==> config.mk <==
export PLATFORM = sky130hd
export DESIGN_NAME = atlas_block_first_fit_allocator
export DESIGN_NICKNAME = d
export VERILOG_FILES = /design/src/hdl/ffa_pkg.sv /design/src/hdl/ffa_occ_mem.sv /design/src/hdl/atlas_block_first_fit_allocator.sv
export SDC_FILE = /design/constraint.sdc
export NUM_CORES = 2
export LEC_CHECK = 0
export BUFFER_PORTS_ARGS = -buffer_cell sky130_fd_sc_hd__buf_2
export CORE_AREA = 4 4 669 671
export DETAILED_ROUTE_END_ITERATION = 10
export DIE_AREA = 0 0 673 675
export REMOVE_ABC_BUFFERS = 1
export SLEW_MARGIN = 20
export SYNTH_ARGS = -nofsm -noshare
export SYNTH_HDL_FRONTEND = slang
export SYNTH_SLANG_ARGS = --single-unit
export TNS_END_PERCENT = 5
==> constraint.sdc <==
create_clock -name clk -period 10.3 [get_ports clk]
set_input_delay 2.06 -clock clk [delete_from_list [all_inputs] [get_ports clk]]
set_output_delay 2.06 -clock clk [all_outputs]
set_load 0.03 [all_outputs]
==> src/hdl/ffa_pkg.sv <==
// ----------------------------------------------------------------------------
// ffa_pkg: shared types and constants for the first-fit block allocator
// Grid geometry, field widths, status codes, sequencer states and the
// control bundle to the occupancy store.
// ----------------------------------------------------------------------------
package ffa_pkg;

  // Geometry
  localparam int MAX_PAGES = 4;
  localparam int MAX_COLS  = 32;
  localparam int MAX_ROWS  = 32;
  localparam int BLOCK_W   = 16;
  localparam int BLOCK_H   = 16;

  // Widths derived from geometry
  localparam int SZ_W   = 10;
  localparam int PG_W   = (MAX_PAGES > 1) ? $clog2(MAX_PAGES) : 1;
  localparam int PO_W   = $clog2(MAX_PAGES + 1);
  localparam int XW     = $clog2(MAX_COLS);
  localparam int YW     = $clog2(MAX_ROWS);
  localparam int CW_W   = $clog2(MAX_COLS + 1);
  localparam int RW_W   = $clog2(MAX_ROWS + 1);
  localparam int BW_W   = $clog2(((1 << SZ_W) - 1 + BLOCK_W - 1) / BLOCK_W + 1);
  localparam int BH_W   = $clog2(((1 << SZ_W) - 1 + BLOCK_H - 1) / BLOCK_H + 1);
  localparam int ADDR_W = PG_W + YW;
  localparam int DEPTH  = MAX_PAGES * MAX_ROWS;

  // Fixed field widths of the stream items
  localparam int PAGE_F_W = 2;
  localparam int BX_W     = 5;
  localparam int BY_W     = 5;
  localparam int PIX_W    = 9;

  // Register indexes
  localparam logic REG_COLS = 1'b0;
  localparam logic REG_ROWS = 1'b1;

  typedef enum logic [1:0] {
    ST_ALLOC    = 2'd0,
    ST_FREED    = 2'd1,
    ST_TOO_BIG  = 2'd2,
    ST_NO_SPACE = 2'd3
  } status_t;

  typedef enum logic [3:0] {
    S_IDLE,
    S_ROW,
    S_ACC_RD,
    S_ACC_DAT,
    S_EVAL,
    S_OPEN,
    S_WR_RD,
    S_WR_WR,
    S_DONE
  } state_t;

  typedef struct packed {
    logic                we;
    logic [ADDR_W-1:0]   waddr;
    logic [MAX_COLS-1:0] wdata;
    logic [ADDR_W-1:0]   raddr;
    logic                clr;
    logic [PG_W-1:0]     clr_page;
  } mem_ctrl_t;

  // Run of count ones starting at column first
  function automatic logic [MAX_COLS-1:0] span_mask(input logic [XW-1:0] first,
                                                    input logic [BW_W-1:0] count);
    logic [MAX_COLS-1:0] m;
    m = '0;
    for (int i = 0; i < MAX_COLS; i++) begin
      if (i >= int'(first) && i < int'(first) + int'(count)) m[i] = 1'b1;
    end
    return m;
  endfunction

endpackage

==> src/hdl/ffa_occ_mem.sv <==
// ----------------------------------------------------------------------------
// ffa_occ_mem: occupancy row store
// One row of column bits per page row, one write and one registered read a
// cycle. Per-row valid flops make unwritten or cleared rows read as zero.
// ----------------------------------------------------------------------------
module ffa_occ_mem (
  input  logic                             clk,
  input  logic                             rst,
  input  ffa_pkg::mem_ctrl_t               ctrl,
  output logic [ffa_pkg::MAX_COLS-1:0]     rd_row
);
  import ffa_pkg::*;

  logic [MAX_COLS-1:0] mem [DEPTH];
  logic [DEPTH-1:0]    valid;
  logic [MAX_COLS-1:0] q;
  logic                vq;

  // Row array
  always_ff @(posedge clk) begin
    if (ctrl.we) mem[ctrl.waddr] <= ctrl.wdata;
    q <= mem[ctrl.raddr];
  end

  // Row valid bits: cleared by reset and on page open
  always_ff @(posedge clk) begin
    if (rst) begin
      valid <= '0;
      vq    <= 1'b0;
    end else begin
      if (ctrl.clr) valid[{ctrl.clr_page, YW'(0)} +: MAX_ROWS] <= '0;
      if (ctrl.we) valid[ctrl.waddr] <= 1'b1;
      vq <= valid[ctrl.raddr];
    end
  end

  assign rd_row = vq ? q : '0;

endmodule

==> src/hdl/atlas_block_first_fit_allocator.sv <==
// ----------------------------------------------------------------------------
// atlas_block_first_fit_allocator: first-fit rectangle allocator
// Free clears the rectangle row by row with read-modify-write; too big goes
// straight to the result; allocate reads bh rows for each row position tried
// up to the first fit through the single read port, opens a page when no open
// page fits, then marks the rectangle row by row.
// One item at a time; the next is taken once the result is in the output
// register. Reset closes all pages and sets a 32 x 32 grid; row valid flops
// clear at once, so no clearing pass follows reset.
// ----------------------------------------------------------------------------
module atlas_block_first_fit_allocator (
  input  logic        clk,
  input  logic        rst,
  // input stream
  input  logic        s_tvalid,
  output logic        s_tready,
  input  logic [31:0] s_tdata,   // req_width, req_height, free_page, free_block_x, free_block_y
  input  logic        s_tuser,   // action
  // result stream
  output logic        m_tvalid,
  input  logic        m_tready,
  output logic [31:0] m_tdata,   // page_index, block_col, block_row, pixel_x, pixel_y, pad
  output logic [1:0]  m_tuser,   // status
  // configuration
  input  logic        psel,
  input  logic        penable,
  input  logic        pwrite,
  input  logic [2:0]  paddr,
  input  logic [31:0] pwdata,
  output logic [31:0] prdata,
  output logic        pready
);
  import ffa_pkg::*;

  // Input fields
  logic [SZ_W-1:0]     in_w, in_h;
  logic [PAGE_F_W-1:0] in_pg;
  logic [BX_W-1:0]     in_fx;
  logic [BY_W-1:0]     in_fy;
  assign in_w  = s_tdata[9:0];
  assign in_h  = s_tdata[19:10];
  assign in_pg = s_tdata[21:20];
  assign in_fx = s_tdata[26:22];
  assign in_fy = s_tdata[31:27];

  state_t              state, state_next;
  logic [CW_W-1:0]     grid_columns;
  logic [RW_W-1:0]     grid_rows;
  logic [PO_W-1:0]     pages_open, pages_open_next;
  logic [BW_W-1:0]     bw, bw_next;
  logic [BH_W-1:0]     bh, bh_next;
  logic [PO_W-1:0]     pg, pg_next;
  logic [RW_W-1:0]     y, y_next;
  logic [RW_W-1:0]     row, row_next;
  logic [RW_W-1:0]     row_end, row_end_next;
  logic [MAX_COLS-1:0] acc, acc_next;
  logic [MAX_COLS-1:0] mask, mask_next;
  logic                set_op, set_op_next;
  status_t             res_st, res_st_next;
  logic [PAGE_F_W-1:0] res_pg, res_pg_next;
  logic [BX_W-1:0]     res_col, res_col_next;
  logic [BY_W-1:0]     res_row, res_row_next;
  logic                out_load;
  mem_ctrl_t           mc;
  logic [MAX_COLS-1:0] rd_row;

  // Configuration port
  function automatic logic [CW_W-1:0] clamp_cols(input logic [31:0] v);
    if (v == '0) return CW_W'(1);
    if (v > 32'(MAX_COLS)) return CW_W'(MAX_COLS);
    return v[CW_W-1:0];
  endfunction

  function automatic logic [RW_W-1:0] clamp_rows(input logic [31:0] v);
    if (v == '0) return RW_W'(1);
    if (v > 32'(MAX_ROWS)) return RW_W'(MAX_ROWS);
    return v[RW_W-1:0];
  endfunction

  assign pready = 1'b1;

  always_ff @(posedge clk) begin
    if (rst) begin
      grid_columns <= CW_W'(MAX_COLS);
      grid_rows    <= RW_W'(MAX_ROWS);
    end else if (psel && penable && pwrite) begin
      if (paddr[2] == REG_COLS) grid_columns <= clamp_cols(pwdata);
      else                      grid_rows    <= clamp_rows(pwdata);
    end
  end

  assign prdata = (paddr[2] == REG_ROWS) ? 32'(grid_rows) : 32'(grid_columns);

  // Request size in blocks
  logic [BW_W-1:0] in_bw;
  logic [BH_W-1:0] in_bh;
  assign in_bw = BW_W'((32'(in_w) + BLOCK_W - 1) / BLOCK_W);
  assign in_bh = BH_W'((32'(in_h) + BLOCK_H - 1) / BLOCK_H);

  // Free clipping
  logic                free_ok;
  logic [CW_W-1:0]     free_room;
  logic [BW_W-1:0]     free_cw;
  logic [BH_W:0]       free_end_full;
  logic [RW_W-1:0]     free_end;
  assign free_ok   = (PO_W'(in_pg) < pages_open) && (CW_W'(in_fx) < grid_columns);
  assign free_room = grid_columns - CW_W'(in_fx);
  assign free_cw   = (in_bw > BW_W'(free_room)) ? BW_W'(free_room) : in_bw;
  assign free_end_full = (BH_W+1)'(in_fy) + (BH_W+1)'(in_bh);
  assign free_end  = (free_end_full > (BH_W+1)'(grid_rows)) ? grid_rows
                                                           : RW_W'(free_end_full);

  // Fit search over one accumulated row band
  logic [MAX_COLS-1:0] cand;
  logic                any_fit;
  logic [XW-1:0]       first_x;
  always_comb begin
    for (int x = 0; x < MAX_COLS; x++) begin
      cand[x] = ((BW_W+1)'(x) + (BW_W+1)'(bw) <= (BW_W+1)'(grid_columns)) &&
                ((acc & span_mask(XW'(x), bw)) == '0);
    end
    any_fit = |cand;
    first_x = '0;
    for (int x = MAX_COLS - 1; x >= 0; x--) begin
      if (cand[x]) first_x = XW'(x);
    end
  end

  logic [BH_W:0] y_end_full;
  assign y_end_full = (BH_W+1)'(y) + (BH_W+1)'(bh);

  // Sequencer: next state and datapath
  always_comb begin
    state_next      = state;
    pages_open_next = pages_open;
    bw_next         = bw;
    bh_next         = bh;
    pg_next         = pg;
    y_next          = y;
    row_next        = row;
    row_end_next    = row_end;
    acc_next        = acc;
    mask_next       = mask;
    set_op_next     = set_op;
    res_st_next     = res_st;
    res_pg_next     = res_pg;
    res_col_next    = res_col;
    res_row_next    = res_row;
    out_load        = 1'b0;
    s_tready        = (state == S_IDLE);
    mc              = '0;
    mc.raddr        = {pg[PG_W-1:0], row[YW-1:0]};
    mc.waddr        = {pg[PG_W-1:0], row[YW-1:0]};
    mc.wdata        = set_op ? (rd_row | mask) : (rd_row & ~mask);
    mc.clr_page     = pages_open[PG_W-1:0];

    unique case (state)
      S_IDLE: begin
        if (s_tvalid) begin
          bw_next = in_bw;
          bh_next = in_bh;
          if (s_tuser) begin
            res_st_next  = ST_FREED;
            res_pg_next  = in_pg;
            res_col_next = in_fx;
            res_row_next = in_fy;
            pg_next      = PO_W'(in_pg);
            row_next     = RW_W'(in_fy);
            row_end_next = free_end;
            mask_next    = span_mask(XW'(in_fx), free_cw);
            set_op_next  = 1'b0;
            if (free_ok && (RW_W'(in_fy) < free_end)) state_next = S_WR_RD;
            else                                      state_next = S_DONE;
          end else if (in_bw > BW_W'(grid_columns) || in_bh > BH_W'(grid_rows)) begin
            res_st_next  = ST_TOO_BIG;
            res_pg_next  = '0;
            res_col_next = '0;
            res_row_next = '0;
            state_next   = S_DONE;
          end else begin
            pg_next    = '0;
            y_next     = '0;
            state_next = (pages_open == '0) ? S_OPEN : S_ROW;
          end
        end
      end

      S_ROW: begin
        acc_next     = '0;
        row_next     = y;
        row_end_next = RW_W'(y_end_full);
        state_next   = (bh == '0) ? S_EVAL : S_ACC_RD;
      end

      S_ACC_RD: state_next = S_ACC_DAT;

      S_ACC_DAT: begin
        acc_next   = acc | rd_row;
        row_next   = row + 1'b1;
        state_next = (row + 1'b1 == row_end) ? S_EVAL : S_ACC_RD;
      end

      S_EVAL: begin
        if (any_fit) begin
          mask_next    = span_mask(first_x, bw);
          set_op_next  = 1'b1;
          res_st_next  = ST_ALLOC;
          res_pg_next  = PAGE_F_W'(pg);
          res_col_next = BX_W'(first_x);
          res_row_next = BY_W'(y);
          row_next     = y;
          row_end_next = RW_W'(y_end_full);
          state_next   = (bh == '0) ? S_DONE : S_WR_RD;
        end else if (y_end_full + 1'b1 <= (BH_W+1)'(grid_rows)) begin
          y_next     = y + 1'b1;
          state_next = S_ROW;
        end else if (pg + 1'b1 < pages_open) begin
          pg_next    = pg + 1'b1;
          y_next     = '0;
          state_next = S_ROW;
        end else begin
          state_next = S_OPEN;
        end
      end

      S_OPEN: begin
        if (pages_open >= PO_W'(MAX_PAGES)) begin
          res_st_next  = ST_NO_SPACE;
          res_pg_next  = '0;
          res_col_next = '0;
          res_row_next = '0;
          state_next   = S_DONE;
        end else begin
          mc.clr          = 1'b1;
          pg_next         = pages_open;
          pages_open_next = pages_open + 1'b1;
          res_st_next     = ST_ALLOC;
          res_pg_next     = PAGE_F_W'(pages_open);
          res_col_next    = '0;
          res_row_next    = '0;
          mask_next       = span_mask('0, bw);
          set_op_next     = 1'b1;
          row_next        = '0;
          row_end_next    = RW_W'(bh);
          state_next      = (bh == '0) ? S_DONE : S_WR_RD;
        end
      end

      S_WR_RD: state_next = S_WR_WR;

      S_WR_WR: begin
        mc.we      = 1'b1;
        row_next   = row + 1'b1;
        state_next = (row + 1'b1 == row_end) ? S_DONE : S_WR_RD;
      end

      S_DONE: begin
        if (!m_tvalid || m_tready) begin
          out_load   = 1'b1;
          state_next = S_IDLE;
        end
      end

      default: state_next = S_IDLE;
    endcase
  end

  // State and control registers
  always_ff @(posedge clk) begin
    if (rst) begin
      state      <= S_IDLE;
      pages_open <= '0;
    end else begin
      state      <= state_next;
      pages_open <= pages_open_next;
    end
  end

  // Working registers
  always_ff @(posedge clk) begin
    bw      <= bw_next;
    bh      <= bh_next;
    pg      <= pg_next;
    y       <= y_next;
    row     <= row_next;
    row_end <= row_end_next;
    acc     <= acc_next;
    mask    <= mask_next;
    set_op  <= set_op_next;
    res_st  <= res_st_next;
    res_pg  <= res_pg_next;
    res_col <= res_col_next;
    res_row <= res_row_next;
  end

  // Output register
  logic [PIX_W-1:0] px, py;
  assign px = PIX_W'(32'(res_col) * BLOCK_W);
  assign py = PIX_W'(32'(res_row) * BLOCK_H);

  always_ff @(posedge clk) begin
    if (rst) begin
      m_tvalid <= 1'b0;
    end else if (out_load) begin
      m_tvalid <= 1'b1;
    end else if (m_tready) begin
      m_tvalid <= 1'b0;
    end
  end

  always_ff @(posedge clk) begin
    if (out_load) begin
      m_tdata <= {2'b00, py, px, res_row, res_col, res_pg};
      m_tuser <= res_st;
    end
  end

  ffa_occ_mem u_occ (
    .clk    (clk),
    .rst    (rst),
    .ctrl   (mc),
    .rd_row (rd_row)
  );

  // Checks
  a_pages_bound: assert property (@(posedge clk) disable iff (rst)
    pages_open <= PO_W'(MAX_PAGES))
    else $error("open page count above limit");

  a_pages_step: assert property (@(posedge clk) disable iff (rst)
    $past(rst) || pages_open == $past(pages_open) ||
    pages_open == $past(pages_open) + 1'b1)
    else $error("open page count moved by more than one");

  a_write_in_grid: assert property (@(posedge clk) disable iff (rst)
    mc.we |-> (row < row_end && row_end <= grid_rows))
    else $error("row write outside the grid in use");

  a_open_new_page: assert property (@(posedge clk) disable iff (rst)
    mc.clr |=> (pg == $past(pages_open) && res_st == ST_ALLOC))
    else $error("page open without allocation on it");

endmodule
==> results by stage <==
Outcome:
- The flow ran to the end, and the final reports show no timing, DRC or antenna violations.

Die:
- Once the floorplan was initialized, standard cells occupied 39.9% of the core.
- The number of standard-cell rows in the floorplan is around 240.
- The total core area is 441000 µm².
- The chip height is 675 µm.
- 144 I/O pins were placed.
- The area of the die is 454000 µm².
- The die is 673 µm wide.

Global route:
- The largest net degree at the start of global routing is roughly 120.
- The initial antenna violation count is 55.
- The first-pass GRT wire length is 833000 µm.
- The total routing resource utilization after global routing is 25.3%.
- The overall overflow remaining after global route is 0.
- The number of global-route vias before repair came to 109790.

STA:
- The relative max-transition margin is 12.9%.
- For the pin with the worst max-slew slack, the measured transition is 1.29 ns.
- The fmax is roughly 0.11 GHz.
- The routed design could run at a clock period as short as just under 9 ns.
- The worst path uses 85.6% of the clock period.
- The setup-violating endpoint count in the final report is 0.
- Setup repair after global routing left no endpoint under its margin.
- The final hold violation count is 0.
- The max-slew violation total from the final report is 0.
- The setup TNS is 0 ns.
- The clock arrives with 0.0895 ns of skew.

Setup path:
- The largest fanout of any net on the critical path is 16.
- For this run, the slowest stage of the critical path takes 0.88 ns.
- STA puts the critical path data required time at 11.01 ns.
- The slowest stage of the critical path belongs to the cell sky130_fd_sc_hd__ha_2.
- The worst register-to-register path has a setup slack of 1.49 ns.
- The worst setup path is captured at a flip-flop.
- The startpoint-to-endpoint class of the critical path is flip-flop to flip-flop.
- Counting cells, the worst reg-to-reg path comes to 26.
- The end of the worst register-to-register path is mask[16].
- The worst setup path is launched from a flip-flop.
- The beginning of the worst register-to-register path is bw[1].
- The critical path data arrival time is 9.52 ns.
- The cell that appears most often on the critical path is sky130_fd_sc_hd__nand3_1.

Place:
- Port buffering added 104 buffers.
- Routability-driven placement finished with a final weighted congestion of 0.966.
- Once placement finished, the instance area stood at 186000 µm².
- The post-detailed-placement half-perimeter wirelength is 336000 µm.

Logic synthesis:
- Yosys mapped a number of flops with a built-in enable equal to 4224.
- The commonest cells after synthesis are sky130_fd_sc_hd__edfxtp_1, sky130_fd_sc_hd__a22oi_1, sky130_fd_sc_hd__clkbuf_1.
- The predominant post-synthesis flop cell is sky130_fd_sc_hd__edfxtp_1.
- The share of synthesized area in the top cell type comes to 72.1%.
- The number of instances in the synthesized netlist is 11459.
- Of all flip-flops after synthesis, the portion carrying an async set or reset was 0%.
- The number of library cell types mapped by synthesis is approximately 110.
- The top cell type by total area after synthesis is sky130_fd_sc_hd__edfxtp_1.
- The library cell with the highest instance count after synthesis is sky130_fd_sc_hd__edfxtp_1.
- Sequential elements use 74.2% of the synthesized area.
- The average instance in the mapped netlist occupies 15.4 µm².
- In this run, synthesis produced a sequential element count of 4405.
- Sorting the synthesized cells by area gives the leading types as sky130_fd_sc_hd__edfxtp_1, sky130_fd_sc_hd__a22oi_1, sky130_fd_sc_hd__dfxtp_1.
- The post-synthesis cell area is 176000 µm².
- The number of warnings reported in the yosys synthesis log is 0.

Worst hold path:
- The path class of the tightest hold or removal check is flip-flop to flip-flop.
- In this run the most critical hold path is launched from res_st[1].
- The number of stages on the worst hold path is 0.
- The worst hold path terminates at m_tuser[1].

Power:
- The overall power of the completed layout is 61.7 mW.
- In this run the power density over the cells is 309 nW/µm².
- The static leakage is 62.0 nW.
- The worst-case IR drop observed on VDD is 0.375 mV.

Route:
- Detailed routing inserted a total of about 110k vias.
- The number of iterations in the first detailed-routing pass is 7.
- The average routed wire per standard cell is 33.4 µm.
- The final wirelength is ~600000 µm.
- The remaining antenna violation count after routing is 0.
- Dividing the detail-routed via count by the number of cells gives 6.41.
- The count of unresolved DRC violations after routing is 0.
- The number of DRC markers after the initial detailed-route iteration is 15820.

Cells and area:
- Once layout is complete, the utilization of the core stands at 45.2%.
- In the final design database the tool counted 11877 nets.
- The final cell area excluding filler cells is around 200000 µm².
- Fill cells in the final layout number roughly 38000.
- Compared with the post-synthesis result, the final layout area differs by 13.4%.
- Cells with a size suffix above 1 make up 12.1% of the layout.

Clock tree:
- For this design, the sink count on the clock tree is 4405.
- Post-CTS repair changed the size of 0 cells.
- The clock tree synthesis step divided the H-tree into 5 levels.
- The number of hold-repair buffers added at the cts stage is 0.
- The number of buffers added by the clock tree synthesis step is 426.
- The cell at the root of the clock tree is sky130_fd_sc_hd__clkbuf_16.
- The clock latency at the later pin of the worst-skew pair is 1.02 ns.
- The CTS tree is done.
- Post-CTS timing repair inserted 0 buffers for setup.
- The clock-pin slew on the worst setup and hold paths is 0.07 ns.
- The deepest clock path buffer count is 4.

Flow run:
- Across the run, the number of max-cap violations was 0.
[registers in the layout, summed over array words and instances (netlist names), 7 cells and up]
| register | cells |
|---|---|
| u_occ.q | 32 |
| acc | 32 |
| mask | 32 |
| m_tdata | 12 |
| bw | 7 |
| u_occ.mem | 4096 |
| u_occ.valid | 128 |
| bh | 7 |
[where the power goes]
group | leakage [nW] | internal [mW] | switching [mW] | total, mW
combinational | 15.2 | 5.86 | 17.3 | 23.2
clock | 6.69 | 8.60 | 6.71 | 15.3
sequential | 40.1 | 22.8 | 0.380 | 23.2
total | 62.0 | 37.3 | 24.4 | 61.7
[area by class of cell]
type                    count  area, µm²  area share [%]
flip-flops and latches   4405     130000            65.4
clock inverters           256       2530            1.27
well taps                5904       7390            3.70
inverters                 127        477           0.239
clock buffers             531      11200            5.61
diodes                     29       72.6          0.0364
repair buffers            542       4350            2.18
multi-input cells        6100      43000            21.6
[through the flow]
step	setup slack [ns]	hold WS [ns]	instances
6_report	1.49	0.434	17894
5_1_grt	1.25	0.444	17880
4_1_cts	1.61	0.436	17863
3_5_place_dp	1.67	0.420	17076
3_3_place_gp	1.50	0.415	17075
2_1_floorplan	-30.18	0.400	10632
[critical path, delay by kind of cell, from the launching register on]
family | cells | cell delay (ns)
DFF | 1 | 0.70
and+or+nand+nor | 11 | 3.12
AOI/OAI and AO/OA | 8 | 1.87
adders and majority gates | 3 | 1.63
buffers and inverters | 4 | 1.23
[per-layer routing]
layer	up-vias	wire (µm)	global-route usage, %
met1	58734	237000	35.2
met3	1177	61800	4.36
met2	7380	273000	39.6
met4	10	26300	10.4
met5	-	66	0
li1	47440	-	-
[worst max-delay path by stage]
stage / startpoint / endpoint / slack [ns] / cells past startpoint
finish: bw[1] / mask[16] / 1.49 / 26
global route: bw[1] / mask[16] / 1.25 / 27
CTS: bw[1] / mask[16] / 1.61 / 26
detailed placement: bw[1] / mask[16] / 1.67 / 26
global placement: bw[1] / mask[16] / 1.50 / 26
floorplan: row[0] / u_occ.mem[74][0] / -30.18 / 3
[kinds of logic (layout without fill, tap and decap cells)]
kind of cell	after synthesis	in the layout	share of synthesized area, %
other cells	2	66	0.00427
compound gates	3870	3870	15.7
xor+xnor	111	111	0.610
flops	4405	4405	74.2
buf+inv	989	1456	2.28
fa+ha+maj	203	203	1.46
simple gates	1829	1829	5.27
mux	50	50	0.515
[cell usage in the layout (no fill, tap or decap), types with 37 or more instances in the layout]
master | netlist | routed
sky130_fd_sc_hd__clkinv_2 | 0 | 84
sky130_fd_sc_hd__buf_2 | 58 | 103
sky130_fd_sc_hd__nor2_1 | 538 | 410
sky130_fd_sc_hd__a31oi_1 | 117 | 117
sky130_fd_sc_hd__a221oi_1 | 284 | 284
sky130_fd_sc_hd__o21a_1 | 57 | 57
sky130_fd_sc_hd__nand4_1 | 507 | 507
sky130_fd_sc_hd__clkinv_1 | 3 | 94
sky130_fd_sc_hd__nor4_1 | 45 | 43
sky130_fd_sc_hd__a22o_1 | 276 | 276
sky130_fd_sc_hd__o21ai_0 | 476 | 420
sky130_fd_sc_hd__nor2_4 | 0 | 128
sky130_fd_sc_hd__inv_1 | 109 | 109
sky130_fd_sc_hd__nor2b_1 | 61 | 61
sky130_fd_sc_hd__nand2b_1 | 48 | 48
sky130_fd_sc_hd__conb_1 | 2 | 37
sky130_fd_sc_hd__nor3_1 | 76 | 72
sky130_fd_sc_hd__nand2_1 | 316 | 307
sky130_fd_sc_hd__clkbuf_1 | 646 | 94
sky130_fd_sc_hd__buf_4 | 54 | 395
sky130_fd_sc_hd__a21oi_1 | 460 | 460
sky130_fd_sc_hd__ha_1 | 195 | 193
sky130_fd_sc_hd__dfxtp_1 | 181 | 180
sky130_fd_sc_hd__o211ai_1 | 182 | 182
sky130_fd_sc_hd__o31ai_1 | 41 | 41
sky130_fd_sc_hd__o22ai_1 | 38 | 38
sky130_fd_sc_hd__nand3_1 | 87 | 87
sky130_fd_sc_hd__edfxtp_1 | 4224 | 4224
sky130_fd_sc_hd__a22oi_1 | 1613 | 1613
sky130_fd_sc_hd__xnor2_1 | 75 | 75
sky130_fd_sc_hd__clkbuf_16 | 0 | 429
sky130_fd_sc_hd__buf_12 | 0 | 39
No activity file was read; power rests on OpenSTA's default activity.
